`src/hdl/assert_macros.svh`:
```
// Assertion macros shared by the text renderer RTL.
// Simulation builds get concurrent assertions; synthesis builds get nothing.
`ifndef ASSERT_MACROS_SVH
`define ASSERT_MACROS_SVH
`ifndef SYNTHESIS
// Same-cycle implication, disabled while reset is low.
`define TCBR_ASSERT_IMP(lbl, clk, rstn, ante, cons) \
    lbl: assert property (@(posedge clk) disable iff (!rstn) (ante) |-> (cons)) \
        else $error("tcbr assertion failed");
// Next-cycle implication, disabled while reset is low.
`define TCBR_ASSERT_NXT(lbl, clk, rstn, ante, cons) \
    lbl: assert property (@(posedge clk) disable iff (!rstn) (ante) |=> (cons)) \
        else $error("tcbr assertion failed");
`else
`define TCBR_ASSERT_IMP(lbl, clk, rstn, ante, cons)
`define TCBR_ASSERT_NXT(lbl, clk, rstn, ante, cons)
`endif
`endif

```
`src/hdl/tcbr_pkg.sv`:
```
// Shared types and constants of the text column byte renderer.
// Used by the register block and by the top level; depends on nothing.
package tcbr_pkg;

    localparam int GLYPH_WIDTH_DEF  = 5;
    localparam int GLYPH_HEIGHT_DEF = 8;
    localparam int GLYPH_COUNT_DEF  = 96;
    localparam int MAX_CHARS_DEF    = 32;

    localparam int APB_ADDR_W = 5;
    localparam int APB_DATA_W = 32;

    localparam logic [1:0] MODE_TEXT   = 2'd0;
    localparam logic [1:0] MODE_FONT   = 2'd1;
    localparam logic [1:0] MODE_RENDER = 2'd2;

    localparam logic [2:0] REG_ORIGIN_X    = 3'd0;
    localparam logic [2:0] REG_FIRST_PAGE  = 3'd1;
    localparam logic [2:0] REG_BIT_OFFSET  = 3'd2;
    localparam logic [2:0] REG_INVERT      = 3'd3;
    localparam logic [2:0] REG_TEXT_LENGTH = 3'd4;

    localparam logic [7:0] CHAR_SPACE = 8'h20;

    typedef struct packed {
        logic [7:0] origin_x;
        logic [2:0] first_page;
        logic [2:0] bit_offset;
        logic       invert;
        logic [5:0] text_length;
    } t_cfg;

endpackage

```
`src/hdl/tcbr_cfg.sv`:
```
// APB-style register block of the text column byte renderer.
// Depends on tcbr_pkg for the register codes and the t_cfg struct.
module tcbr_cfg import tcbr_pkg::*; (
    input  logic                  i_clk,
    input  logic                  i_rst_n,
    input  logic                  psel,
    input  logic                  penable,
    input  logic                  pwrite,
    input  logic [APB_ADDR_W-1:0] paddr,
    input  logic [APB_DATA_W-1:0] pwdata,
    output logic [APB_DATA_W-1:0] prdata,
    output logic                  pready,
    output t_cfg                  o_cfg
);

    t_cfg       r_cfg;
    logic       wr_en;
    logic [2:0] reg_sel;

    assign pready  = 1'b1;
    assign wr_en   = psel && penable && pwrite;
    assign reg_sel = paddr[4:2];

    always_ff @(posedge i_clk) begin
        if (!i_rst_n) begin
            r_cfg <= '0;
        end else if (wr_en) begin
            case (reg_sel)
                REG_ORIGIN_X:    r_cfg.origin_x    <= pwdata[7:0];
                REG_FIRST_PAGE:  r_cfg.first_page  <= pwdata[2:0];
                REG_BIT_OFFSET:  r_cfg.bit_offset  <= pwdata[2:0];
                REG_INVERT:      r_cfg.invert      <= pwdata[0];
                REG_TEXT_LENGTH: r_cfg.text_length <= pwdata[5:0];
                default: begin
                end
            endcase
        end
    end

    always_comb begin
        case (reg_sel)
            REG_ORIGIN_X:    prdata = {24'd0, r_cfg.origin_x};
            REG_FIRST_PAGE:  prdata = {29'd0, r_cfg.first_page};
            REG_BIT_OFFSET:  prdata = {29'd0, r_cfg.bit_offset};
            REG_INVERT:      prdata = {31'd0, r_cfg.invert};
            REG_TEXT_LENGTH: prdata = {26'd0, r_cfg.text_length};
            default:         prdata = '0;
        endcase
    end

    assign o_cfg = r_cfg;

endmodule

```
`src/hdl/text_column_byte_renderer.sv`:
```
// Top level of the text column byte renderer: four-stage pipeline around
// a text memory and a two-read-port font memory. Depends on tcbr_pkg,
// tcbr_cfg and assert_macros.svh.
//
// Usage: configure origin, first page, bit offset, invert and text length
// over the APB port while the block is idle. Each request on the input
// channel (i_in_valid, o_in_stall) is a text load, a font load or a render
// of one page/column byte. Every request gives exactly one result on the
// output channel (o_out_valid, i_out_stall); loads return zero.
// One request is accepted every cycle while the output is not stalled: the
// text memory is read in the second stage, both font bytes (current page
// and the spill from the page above) in the third through two read ports,
// and the result register is loaded in the fourth.
// While a result waits under i_out_stall the whole pipeline holds and
// o_in_stall is raised; it drops in the cycle the result is taken.
// Reset clears the registers and the pipeline; the text and font memories
// are not cleared and must be loaded before use.
`include "assert_macros.svh"
module text_column_byte_renderer import tcbr_pkg::*; #(
    parameter int GLYPH_WIDTH  = GLYPH_WIDTH_DEF,
    parameter int GLYPH_HEIGHT = GLYPH_HEIGHT_DEF,
    parameter int GLYPH_COUNT  = GLYPH_COUNT_DEF,
    parameter int MAX_CHARS    = MAX_CHARS_DEF
) (
    input  logic                  i_clk,
    input  logic                  i_rst_n,
    input  logic                  psel,
    input  logic                  penable,
    input  logic                  pwrite,
    input  logic [APB_ADDR_W-1:0] paddr,
    input  logic [APB_DATA_W-1:0] pwdata,
    output logic [APB_DATA_W-1:0] prdata,
    output logic                  pready,
    input  logic                  i_in_valid,
    output logic                  o_in_stall,
    input  logic [1:0]            i_mode,
    input  logic [11:0]           i_load_index,
    input  logic [7:0]            i_load_value,
    input  logic [2:0]            i_page,
    input  logic [7:0]            i_column,
    input  logic [7:0]            i_block_in,
    output logic                  o_out_valid,
    input  logic                  i_out_stall,
    output logic [7:0]            o_block_out,
    output logic                  o_touched
);

    localparam int CELL_WIDTH  = GLYPH_WIDTH + 1;
    localparam int FONT_PAGES  = (GLYPH_HEIGHT + 7) / 8;
    localparam int GLYPH_BYTES = GLYPH_WIDTH * FONT_PAGES;
    localparam int FONT_DEPTH  = (GLYPH_COUNT + 1) * GLYPH_BYTES;
    localparam int FONT_AW     = $clog2(FONT_DEPTH);
    localparam int CHAR_AW     = (MAX_CHARS > 1) ? $clog2(MAX_CHARS) : 1;
    // Reciprocal of the cell width; exact floor division for 8-bit columns.
    localparam logic [16:0] RECIP = 17'((65536 + CELL_WIDTH - 1) / CELL_WIDTH);

    t_cfg cfg;

    tcbr_cfg u_cfg (
        .i_clk   (i_clk),
        .i_rst_n (i_rst_n),
        .psel    (psel),
        .penable (penable),
        .pwrite  (pwrite),
        .paddr   (paddr),
        .pwdata  (pwdata),
        .prdata  (prdata),
        .pready  (pready),
        .o_cfg   (cfg)
    );

    logic [7:0] text_mem [MAX_CHARS];
    logic [7:0] font_mem [FONT_DEPTH];

    logic adv;
    assign adv        = !(o_out_valid && i_out_stall);
    assign o_in_stall = !adv;

    // Stage 0: window check and cell division.
    logic [6:0]  n_chars;
    logic [11:0] total_cols;
    logic [7:0]  rel_col;
    logic [23:0] prod;
    logic        hit0;

    always_comb begin
        n_chars    = ({1'b0, cfg.text_length} > 7'(MAX_CHARS)) ? 7'(MAX_CHARS)
                                                               : {1'b0, cfg.text_length};
        total_cols = 12'(12'(n_chars) * 12'(CELL_WIDTH)) - 12'd1;
        rel_col    = i_column - cfg.origin_x;
        prod       = 24'(rel_col) * 24'(RECIP);
        hit0       = (n_chars != 7'd0) && (i_column >= cfg.origin_x)
                     && (i_page >= cfg.first_page) && ({4'd0, rel_col} < total_cols);
    end

    logic        r_a_valid, r_b_valid, r_c_valid, r_out_valid;
    logic [1:0]  r_a_mode, r_b_mode, r_c_mode;
    logic [11:0] r_a_idx, r_b_idx;
    logic [7:0]  r_a_val, r_b_val;
    logic [7:0]  r_a_blk, r_b_blk, r_c_blk;
    logic        r_a_hit, r_b_hit, r_c_hit;
    logic [7:0]  r_a_rel, r_a_cell;
    logic [2:0]  r_a_rpage, r_b_rpage;
    logic [4:0]  r_b_cx;
    logic [7:0]  r_b_code;
    logic        r_c_gcol, r_c_cur_ok, r_c_prev_ok;
    logic [7:0]  r_c_f0, r_c_f1;
    logic [7:0]  r_out_block;
    logic        r_out_touched;

    // Stage A: column within cell, text memory access.
    logic [4:0] cx_a;
    assign cx_a = 5'(r_a_rel - 8'(16'(r_a_cell) * 16'(CELL_WIDTH)));

    // Stage B: glyph lookup and font addresses.
    logic [7:0]  glyph;
    logic [15:0] base, addr0, addr1;
    logic [2:0]  rpage_m1;
    logic        cur_ok_b, prev_ok_b;

    always_comb begin
        glyph     = r_b_code - CHAR_SPACE;
        if (16'(glyph) >= 16'(GLYPH_COUNT)) begin
            glyph = 8'(GLYPH_COUNT);
        end
        rpage_m1  = r_b_rpage - 3'd1;
        base      = 16'(16'(glyph) * 16'(GLYPH_BYTES));
        addr0     = base + 16'(16'(r_b_rpage) * 16'(GLYPH_WIDTH)) + 16'(r_b_cx);
        addr1     = base + 16'(16'(rpage_m1) * 16'(GLYPH_WIDTH)) + 16'(r_b_cx);
        cur_ok_b  = {1'b0, r_b_rpage} < 4'(FONT_PAGES);
        prev_ok_b = (r_b_rpage != 3'd0) && ({1'b0, rpage_m1} < 4'(FONT_PAGES));
    end

    // Stage C: shift, spill and inversion.
    logic [7:0]  src0, src1, acc;
    logic [15:0] w0, w1;

    always_comb begin
        if (r_c_gcol) begin
            src0 = cfg.invert ? ~r_c_f0 : r_c_f0;
            src1 = cfg.invert ? ~r_c_f1 : r_c_f1;
        end else if (cfg.invert) begin
            src0 = 8'hff;
            src1 = 8'hff;
        end else begin
            src0 = 8'h00;
            src1 = 8'h00;
        end
        // The upper byte of the shifted word is what spills into the next page.
        w0  = {8'h00, src0} << cfg.bit_offset;
        w1  = {8'h00, src1} << cfg.bit_offset;
        acc = (r_c_cur_ok ? w0[7:0] : 8'h00) | (r_c_prev_ok ? w1[15:8] : 8'h00);
        if (!r_c_hit || r_c_mode != MODE_RENDER) begin
            acc = 8'h00;
        end
    end

    always_ff @(posedge i_clk) begin
        if (!i_rst_n) begin
            r_a_valid   <= 1'b0;
            r_b_valid   <= 1'b0;
            r_c_valid   <= 1'b0;
            r_out_valid <= 1'b0;
        end else if (adv) begin
            r_a_valid   <= i_in_valid;
            r_b_valid   <= r_a_valid;
            r_c_valid   <= r_b_valid;
            r_out_valid <= r_c_valid;
        end
    end

    always_ff @(posedge i_clk) begin
        if (adv) begin
            r_a_mode  <= i_mode;
            r_a_idx   <= i_load_index;
            r_a_val   <= i_load_value;
            r_a_blk   <= i_block_in;
            r_a_hit   <= hit0;
            r_a_rel   <= rel_col;
            r_a_cell  <= prod[23:16];
            r_a_rpage <= i_page - cfg.first_page;

            r_b_mode  <= r_a_mode;
            r_b_idx   <= r_a_idx;
            r_b_val   <= r_a_val;
            r_b_blk   <= r_a_blk;
            r_b_hit   <= r_a_hit;
            r_b_rpage <= r_a_rpage;
            r_b_cx    <= cx_a;

            r_c_mode    <= r_b_mode;
            r_c_blk     <= r_b_blk;
            r_c_hit     <= r_b_hit;
            r_c_gcol    <= 16'(r_b_cx) < 16'(GLYPH_WIDTH);
            r_c_cur_ok  <= cur_ok_b;
            r_c_prev_ok <= prev_ok_b;

            r_out_block   <= (r_c_mode == MODE_RENDER) ? (r_c_blk | acc) : 8'h00;
            r_out_touched <= acc != 8'h00;
        end
    end

    // Text memory: written and read in stage A, so accesses keep request order.
    always_ff @(posedge i_clk) begin
        if (adv) begin
            r_b_code <= text_mem[r_a_cell[CHAR_AW-1:0]];
            if (r_a_valid && r_a_mode == MODE_TEXT && r_a_idx < 12'(MAX_CHARS)) begin
                text_mem[r_a_idx[CHAR_AW-1:0]] <= r_a_val;
            end
        end
    end

    // Font memory: written and read in stage B for the same reason.
    always_ff @(posedge i_clk) begin
        if (adv) begin
            r_c_f0 <= font_mem[addr0[FONT_AW-1:0]];
            r_c_f1 <= font_mem[addr1[FONT_AW-1:0]];
            if (r_b_valid && r_b_mode == MODE_FONT && 32'(r_b_idx) < FONT_DEPTH) begin
                font_mem[FONT_AW'(r_b_idx)] <= r_b_val;
            end
        end
    end

    assign o_out_valid = r_out_valid;
    assign o_block_out = r_out_block;
    assign o_touched   = r_out_touched;

    `TCBR_ASSERT_IMP(a_touch_nonzero, i_clk, i_rst_n, o_out_valid && o_touched, o_block_out != 8'h00)
    `TCBR_ASSERT_NXT(a_miss_untouched, i_clk, i_rst_n, adv && r_c_valid && !r_c_hit, !o_touched)
    `TCBR_ASSERT_NXT(a_load_zero, i_clk, i_rst_n, adv && r_c_valid && r_c_mode != MODE_RENDER, o_block_out == 8'h00 && !o_touched)
    `TCBR_ASSERT_NXT(a_hold_pipe, i_clk, i_rst_n, o_out_valid && i_out_stall, $stable(r_c_valid) && $stable(r_b_valid))

endmodule
```
`config.mk`:
```
export PLATFORM = sky130hd
export DESIGN_NAME = text_column_byte_renderer
export DESIGN_NICKNAME = d
export VERILOG_FILES = /design/src/hdl/tcbr_pkg.sv /design/src/hdl/tcbr_cfg.sv /design/src/hdl/text_column_byte_renderer.sv
export VERILOG_INCLUDE_DIRS = /design/src /design/src/hdl
export SDC_FILE = /design/constraint.sdc
export NUM_CORES = 2
export LEC_CHECK = 0
export BUFFER_PORTS_ARGS = -buffer_cell sky130_fd_sc_hd__buf_2
export CAP_MARGIN = 20
export CORE_ASPECT_RATIO = 0.75
export CORE_MARGIN = 5
export CORE_UTILIZATION = 29
export DETAILED_ROUTE_END_ITERATION = 16
export MAX_ROUTING_LAYER = met4
export PLACE_DENSITY_LB_ADDON = 0.05
export SLEW_MARGIN = 0
export SYNTH_ARGS = -nofsm -noshare
export SYNTH_HDL_FRONTEND = slang
export SYNTH_MEMORY_MAX_BITS = 65536
export SYNTH_SLANG_ARGS = --single-unit
```
`constraint.sdc`:
```
create_clock -name i_clk -period 9.2 [get_ports i_clk]
set_input_delay 0.92 -clock i_clk [delete_from_list [all_inputs] [get_ports i_clk]]
set_output_delay 0.92 -clock i_clk [all_outputs]
set_load 0.05 [all_outputs]
```
# After elaboration in Yosys (flattened, before gate mapping)
# Memories as Yosys holds them, arrays and structs flattened. A register that Yosys moved wholly into a read port is not among the register bits.
# Index checks and enable logic that the tools add are counted.
[totals] ff_bits=132 ramBits=4136 input_bits=85 out_inout_bits=44 memories=2
[memory_table] name="font_mem" words=485 width=8 rd=2 rd_ports_with_merged_regs=2 wr=1 line="text_column_byte_renderer.sv:73" source="logic [7:0] font_mem [FONT_DEPTH];"
[memory_table] name="text_mem" words=32 width=8 rd=1 rd_ports_with_merged_regs=1 wr=1 line="text_column_byte_renderer.sv:72" source="logic [7:0] text_mem [MAX_CHARS];"
[op_classes] add_sub_neg=10 multipliers=6 magnitude_cmp=10 eq_ne=7 n_shift=2 muxes=17 bitwise_logic=4 n_reduce_logical=26
[ops] op="2-to-1 mux 8 bit" n=9
[ops] op="one-hot mux 8 bit (5 select lines)" n=1
[ops] op="multiplier 8 x 14 -> 22 bit (second input constant)" n=1
[ops] op="adder 9 x 5 -> 9 bit" n=2
[ops] op="adder 9 x 6 -> 9 bit" n=2
[ops] op="NOT 8 bit" n=2
[ops] op="bitwise OR 8 bit" n=2
[ops] op="<< shifter 8 x 3 -> 16 bit" n=1
[ops] op="less-than comparator 12 x 6 -> 1 bit (second input constant)" n=1
[ops] op="less-than comparator 12 x 9 -> 1 bit (second input constant)" n=1
[ops] op="less-than comparator 8 x 12 -> 1 bit" n=1
[ops] op="multiplier 3 x 3 -> 6 bit (second input constant)" n=2
[ops] op="logical AND 1 bit" n=11
[ops] op="AND reduction 2 bit" n=5
[ops] op="subtractor 9 x 1 -> 10 bit (second input constant)" n=1
[ops] op="multiplier 8 x 3 -> 9 bit (second input constant)" n=1
[ops] op="greater-or-equal comparator 8 x 7 -> 1 bit (second input constant)" n=1
[ops] op="greater-or-equal comparator 8 bit" n=1
[ops] op="multiplier 6 x 2 -> 8 bit (second input constant)" n=1
[ops] op="nonzero test 8 bit" n=1
[ops] op="<< shifter 8 x 3 -> 8 bit" n=1
[ops] op="subtractor 8 x 6 -> 8 bit (second input constant)" n=1
[ops] op="subtractor 8 bit" n=1
[ops] op="nonzero test 7 bit" n=1
[ops] op="other kinds (21)" n=31

# Depth between registers and ports, before layout
[depth] depth_word=8 depth_mapped=28

# Cells and area by module
# Synthesis repeated with hierarchy kept, for this count alone.
[hier_totals] cells_unflattened=10196 hier_area_um2=198346.5
[by_module_without_submodules] mod="text_column_byte_renderer" instances=1 cells_per_inst=10058 area_each_um2=197124.1 seq_area_each_um2=128152.9
[by_module_without_submodules] mod="tcbr_cfg" instances=1 cells_per_inst=138 area_each_um2=1222.4 seq_area_each_um2=420.4

# Worst setup path after synthesis
# Ideal clock, no wire load.
[synth_timing] path_kind="register -> register" start="register r_b_val[0]" end="memory font_mem[0][0], data pin" setup_ns=1.370 t_arrival_ns=5.849 required_time_ns=7.830 setup_slack_ns=1.981 path_stages_with_launch=1 period_less_slack_ns=7.219 path_cell_list="edfxtp_1"
[synth_lines] element="from (decl)" line="text_column_byte_renderer.sv:99" source="logic [7:0] r_a_val, r_b_val;"
[synth_lines] element="from (signal assigned)" line="text_column_byte_renderer.sv:185" source="r_b_val <= r_a_val;"
[synth_lines] element="to (decl)" line="text_column_byte_renderer.sv:73"
# Straight into the memory's write port.

# Final worst setup path
[layout_timing] start="register r_b_code[5], read port of text_mem" end="register r_c_f0[0], read port of font_mem, data pin"
[layout_between] elab_chain_len=6
[layout_rtl] element="from (decl)" line="text_column_byte_renderer.sv:105" source="logic [7:0] r_b_code;"
[layout_rtl] element="subtractor 8 x 6 -> 8 bit *" line="text_column_byte_renderer.sv:122" source="glyph = r_b_code - CHAR_SPACE;"
[layout_rtl] element="greater-or-equal comparator 8 x 7 -> 1 bit" line="text_column_byte_renderer.sv:123" source="if (16'(glyph) >= 16'(GLYPH_COUNT)) begin"
[layout_rtl] element="2-to-1 mux 8 bit *" line="text_column_byte_renderer.sv:123"
[layout_rtl] element="multiplier 8 x 3 -> 9 bit *" line="text_column_byte_renderer.sv:127" source="base = 16'(16'(glyph) * 16'(GLYPH_BYTES));"
[layout_rtl] element="adder 9 x 6 -> 9 bit *" line="text_column_byte_renderer.sv:128" source="addr0 = base + 16'(16'(r_b_rpage) * 16'(GLYPH_WIDTH)) + 16'(r_b_cx);"
[layout_rtl] element="adder 9 x 5 -> 9 bit *" line="text_column_byte_renderer.sv:128"
[layout_rtl] element="to (decl)" line="text_column_byte_renderer.sv:107" source="logic [7:0] r_c_f0, r_c_f1;"
# Mark *: on every way between the ends. The rest lies on a longest branch, timed or not.
# A chain may end at the register's enable or synchronous reset.

==> results.sh <==
export IMPL_min_period_ns=7.91
export IMPL_cp_required_ns=10.12
export IMPL_synth_cell_types=89
export IMPL_setup_viol=0
export IMPL_h_tree_depth=5
export IMPL_rsz0062_at_grt="false"
export IMPL_critPathKind="flip-flop to flip-flop"
export IMPL_synth_top_cell_by_area="edfxtp_1"
export IMPL_drive_gt1_frac=0.345
export IMPL_drv_cap=0
export IMPL_ys_warn_count=0
export IMPL_grt_pass1_wl_um=1070000
export IMPL_portBuffers=77
export IMPL_fin_nets=10600
export IMPL_dpl_hpwl_um=529000
export IMPL_gp_congestion=0.821
export IMPL_critPathLaunchType="flip-flop"
export IMPL_slew_violations=0
export IMPL_fp_coreArea_um2=680000
export IMPL_area_growth_pct=15.4
export IMPL_cp_arrival_ns=8.83
export IMPL_drt_wl_total_um=798000
export IMPL_antenna_found_initial=96
export IMPL_grt_overflow=0
export IMPL_cts_sinks=4290
export IMPL_clk_latency_ns=1.07
export IMPL_cts_buffers=467
export IMPL_synth_async_reset_ratio=0
export IMPL_drtIter0Drc=13600
export IMPL_fin_skew_ns=0.0788
export IMPL_syn_inst=9930
export IMPL_rrSetupSlack_ns=1.29
export IMPL_finalHoldViolations=0
export IMPL_status="finished, violations left"
export IMPL_synth_edf_count=4265
export IMPL_synth_ff_type="edfxtp_1"
export IMPL_crit_fanout=43
export IMPL_drt_pass1_iter_count=6
export IMPL_start_util=0.291
export IMPL_relSlewSlack=0.130
export IMPL_cts_resized=0
export IMPL_violations="antenna violations"
export IMPL_grt_max_degree=185
export IMPL_synth_area_um2=198000
export IMPL_post_drt_wl_per_cell_um=40.0
export IMPL_die_h_um=726
export IMPL_globalRouteTotalUtil=0.229
export IMPL_grt_pass1_vias=113000
export IMPL_io_pins=129
export IMPL_die_w_um=964
export IMPL_rows=262
export IMPL_hp_class="input pin to flip-flop"
export IMPL_synth_area_leaders="edfxtp_1 (65%), mux4_2 (25%), nor2_1 (1.1%)"
export IMPL_cts_tree="yes"
export IMPL_clk_pin_slew_ns=0.06
export IMPL_ant_nets=1
export IMPL_cts_root_buffer="clkbuf_16"
export IMPL_viasPerCell=5.57
export IMPL_syn_avg_cell_area_um2=19.9
export IMPL_synth_seq_cells=4290
export IMPL_setup_tns_ns=0
export IMPL_worst_pin_slew_ns=1.31
export IMPL_drcViolationCount=0
export IMPL_cts_buffer_depth=4
export IMPL_fmax_mhz=126
export IMPL_ys_seq_area_frac=0.649
export IMPL_endpoint_kind="flip-flop"
export IMPL_synth_top_area_share=0.647
export IMPL_die_area_um2=700000
export IMPL_post_route_period_util=0.860
export IMPL_via_count=111000
[through the flow]
| stage | setup slack (ns) | cell area, µm² | hold slack [ns] | util | std cells |
|---|---|---|---|---|---|
| floorplan | 1.98 | 198000 | 0.400 | - | 9954 |
| global placement | 0.861 | 212000 | 0.401 | 0.311 | 18900 |
| detailed placement | 1.25 | 212000 | 0.405 | 0.312 | 19000 |
| CTS | 1.25 | 228000 | 0.0186 | 0.335 | 19900 |
| global route | 0.806 | 228000 | 0.0922 | 0.336 | 19900 |
| finish | 1.29 | 229000 | 0.138 | 0.336 | 19900 |
[what timing repair did]
item,CTS,global route
hold buffers,30,0
hold endpoints to repair,30,0
setup buffers,0,0
[flip-flops by register name (all words and copies together), names as in the netlist, 2 cells and up]
name / flops
r_b_rpage: 3
r_b_idx: 12
r_b_mode: 2
r_b_blk: 8
r_a_idx: 12
r_a_blk: 8
r_c_mode: 2
r_c_f0: 8
r_a_cell: 5
r_a_rpage: 3
r_a_rel: 5
r_a_mode: 2
r_b_cx: 5
text_mem: 256
font_mem: 3880
r_b_val: 8
u_cfg.o_cfg: 21
r_c_f1: 7
o_block_out: 8
r_a_val: 8
r_c_blk: 8
r_b_code: 8
[worst max-delay path, cell delays in order (launching register included)]
cell and delay (ns):
edfxtp_1 0.40, inv_1 0.07, ha_1 0.20, xnor2_1 0.24
o21a_1 0.22, and2_1 0.32, ha_1 0.22, ha_1 0.20
inv_1 0.08, fa_1 0.55, fa_1 0.52, inv_1 0.05
ha_1 0.37, o21ai_1 0.20, nor2_2 0.05, buf_4 0.25
nor2_4 0.81, buf_12 0.45, a211oi_1 0.10, a211oi_1 1.04
a211oi_1 0.42, a311o_1 0.45, a32o_1 0.29, o22ai_1 0.15
[cells by family (layout without fill, tap and decap cells)]
family / count (synthesis) / count (layout) / synth area share
flops: 4290 / 4290 / 0.649
xor+xnor: 63 / 63 / 0.00318
simple gates: 1515 / 1515 / 0.0326
mux: 2434 / 2434 / 0.261
fa+ha+maj: 148 / 148 / 0.0105
other cells: 2 / 69 / 0.0000379
compound gates: 592 / 592 / 0.0211
buf+inv: 886 / 1727 / 0.0228
[cell usage after synthesis, types with 25 or more instances]
cell type / count
ha_1: 115
dfxtp_1: 25
fa_1: 32
o22ai_1: 34
buf_4: 156
o21ai_0: 61
clkbuf_1: 304
nand3_1: 128
xnor2_1: 35
nand2_1: 540
nor2_1: 599
mux2_2: 62
buf_6: 42
edfxtp_1: 4265
buf_1: 53
mux4_2: 2172
inv_1: 102
a21oi_1: 105
a31oi_1: 58
mux2i_1: 200
a211oi_1: 87
nand4_1: 25
nor3_1: 41
nor2b_1: 66
buf_2: 229
and3_1: 38
[layout make-up]
class	count	area, µm²
fillers	64200	451000
flip-flops and latches	4290	129000
multi-input cells	4778	65700
clock buffers	555	12100
well taps	9108	11400
repair buffers	760	7100
clock inverters	310	3160
inverters	102	385
diodes	43	108
[metal layers]
layer | up-vias | track usage | part of all wire
met3 | 824 | 0.0380 | 0.069
met1 | 62700 | 0.335 | 0.46
met5 | - | - | 0
met2 | 4400 | 0.342 | 0.45
met4 | 0 | 0.0440 | 0.022
li1 | 43200 | - | -
[path summary, 6_finish.rpt]
| kind | to | from | depth (start not counted) |
|---|---|---|---|
| worst max register to register | r_c_f0[0] | r_b_code[5] | 23 |
| worst max-delay path | r_c_f0[0] | r_b_code[5] | 23 |
| worst min-delay path | r_a_valid | i_in_valid | 3 |
| worst min register to register | r_c_blk[7] | r_b_blk[7] | 0 |
[placed cells by master, fill, tap and decap left out, types with 26 or more instances in the layout]
master / instances
edfxtp_1: 4265
mux4_2: 2172
nor2_1: 586
nand2_1: 530
buf_4: 485
clkbuf_16: 472
mux2i_1: 200
nand3_1: 122
ha_1: 111
clkinv_1: 111
a21oi_1: 104
inv_1: 101
clkinv_2: 97
a211oi_1: 87
buf_12: 86
clkbuf_1: 83
buf_2: 78
nor2b_1: 66
buf_6: 66
mux2_2: 62
o21ai_0: 60
a31oi_1: 55
bufinv_16: 53
diode_2: 43
and3_1: 38
nor3_1: 37
o22ai_1: 34
fa_1: 30
dlygate4sd3_1: 30
xnor2_1: 29
conb_1: 26
Power is left out: the tool's default activity adds up to more than one toggle a clock period on the data nets, which glitch-free logic cannot reach.
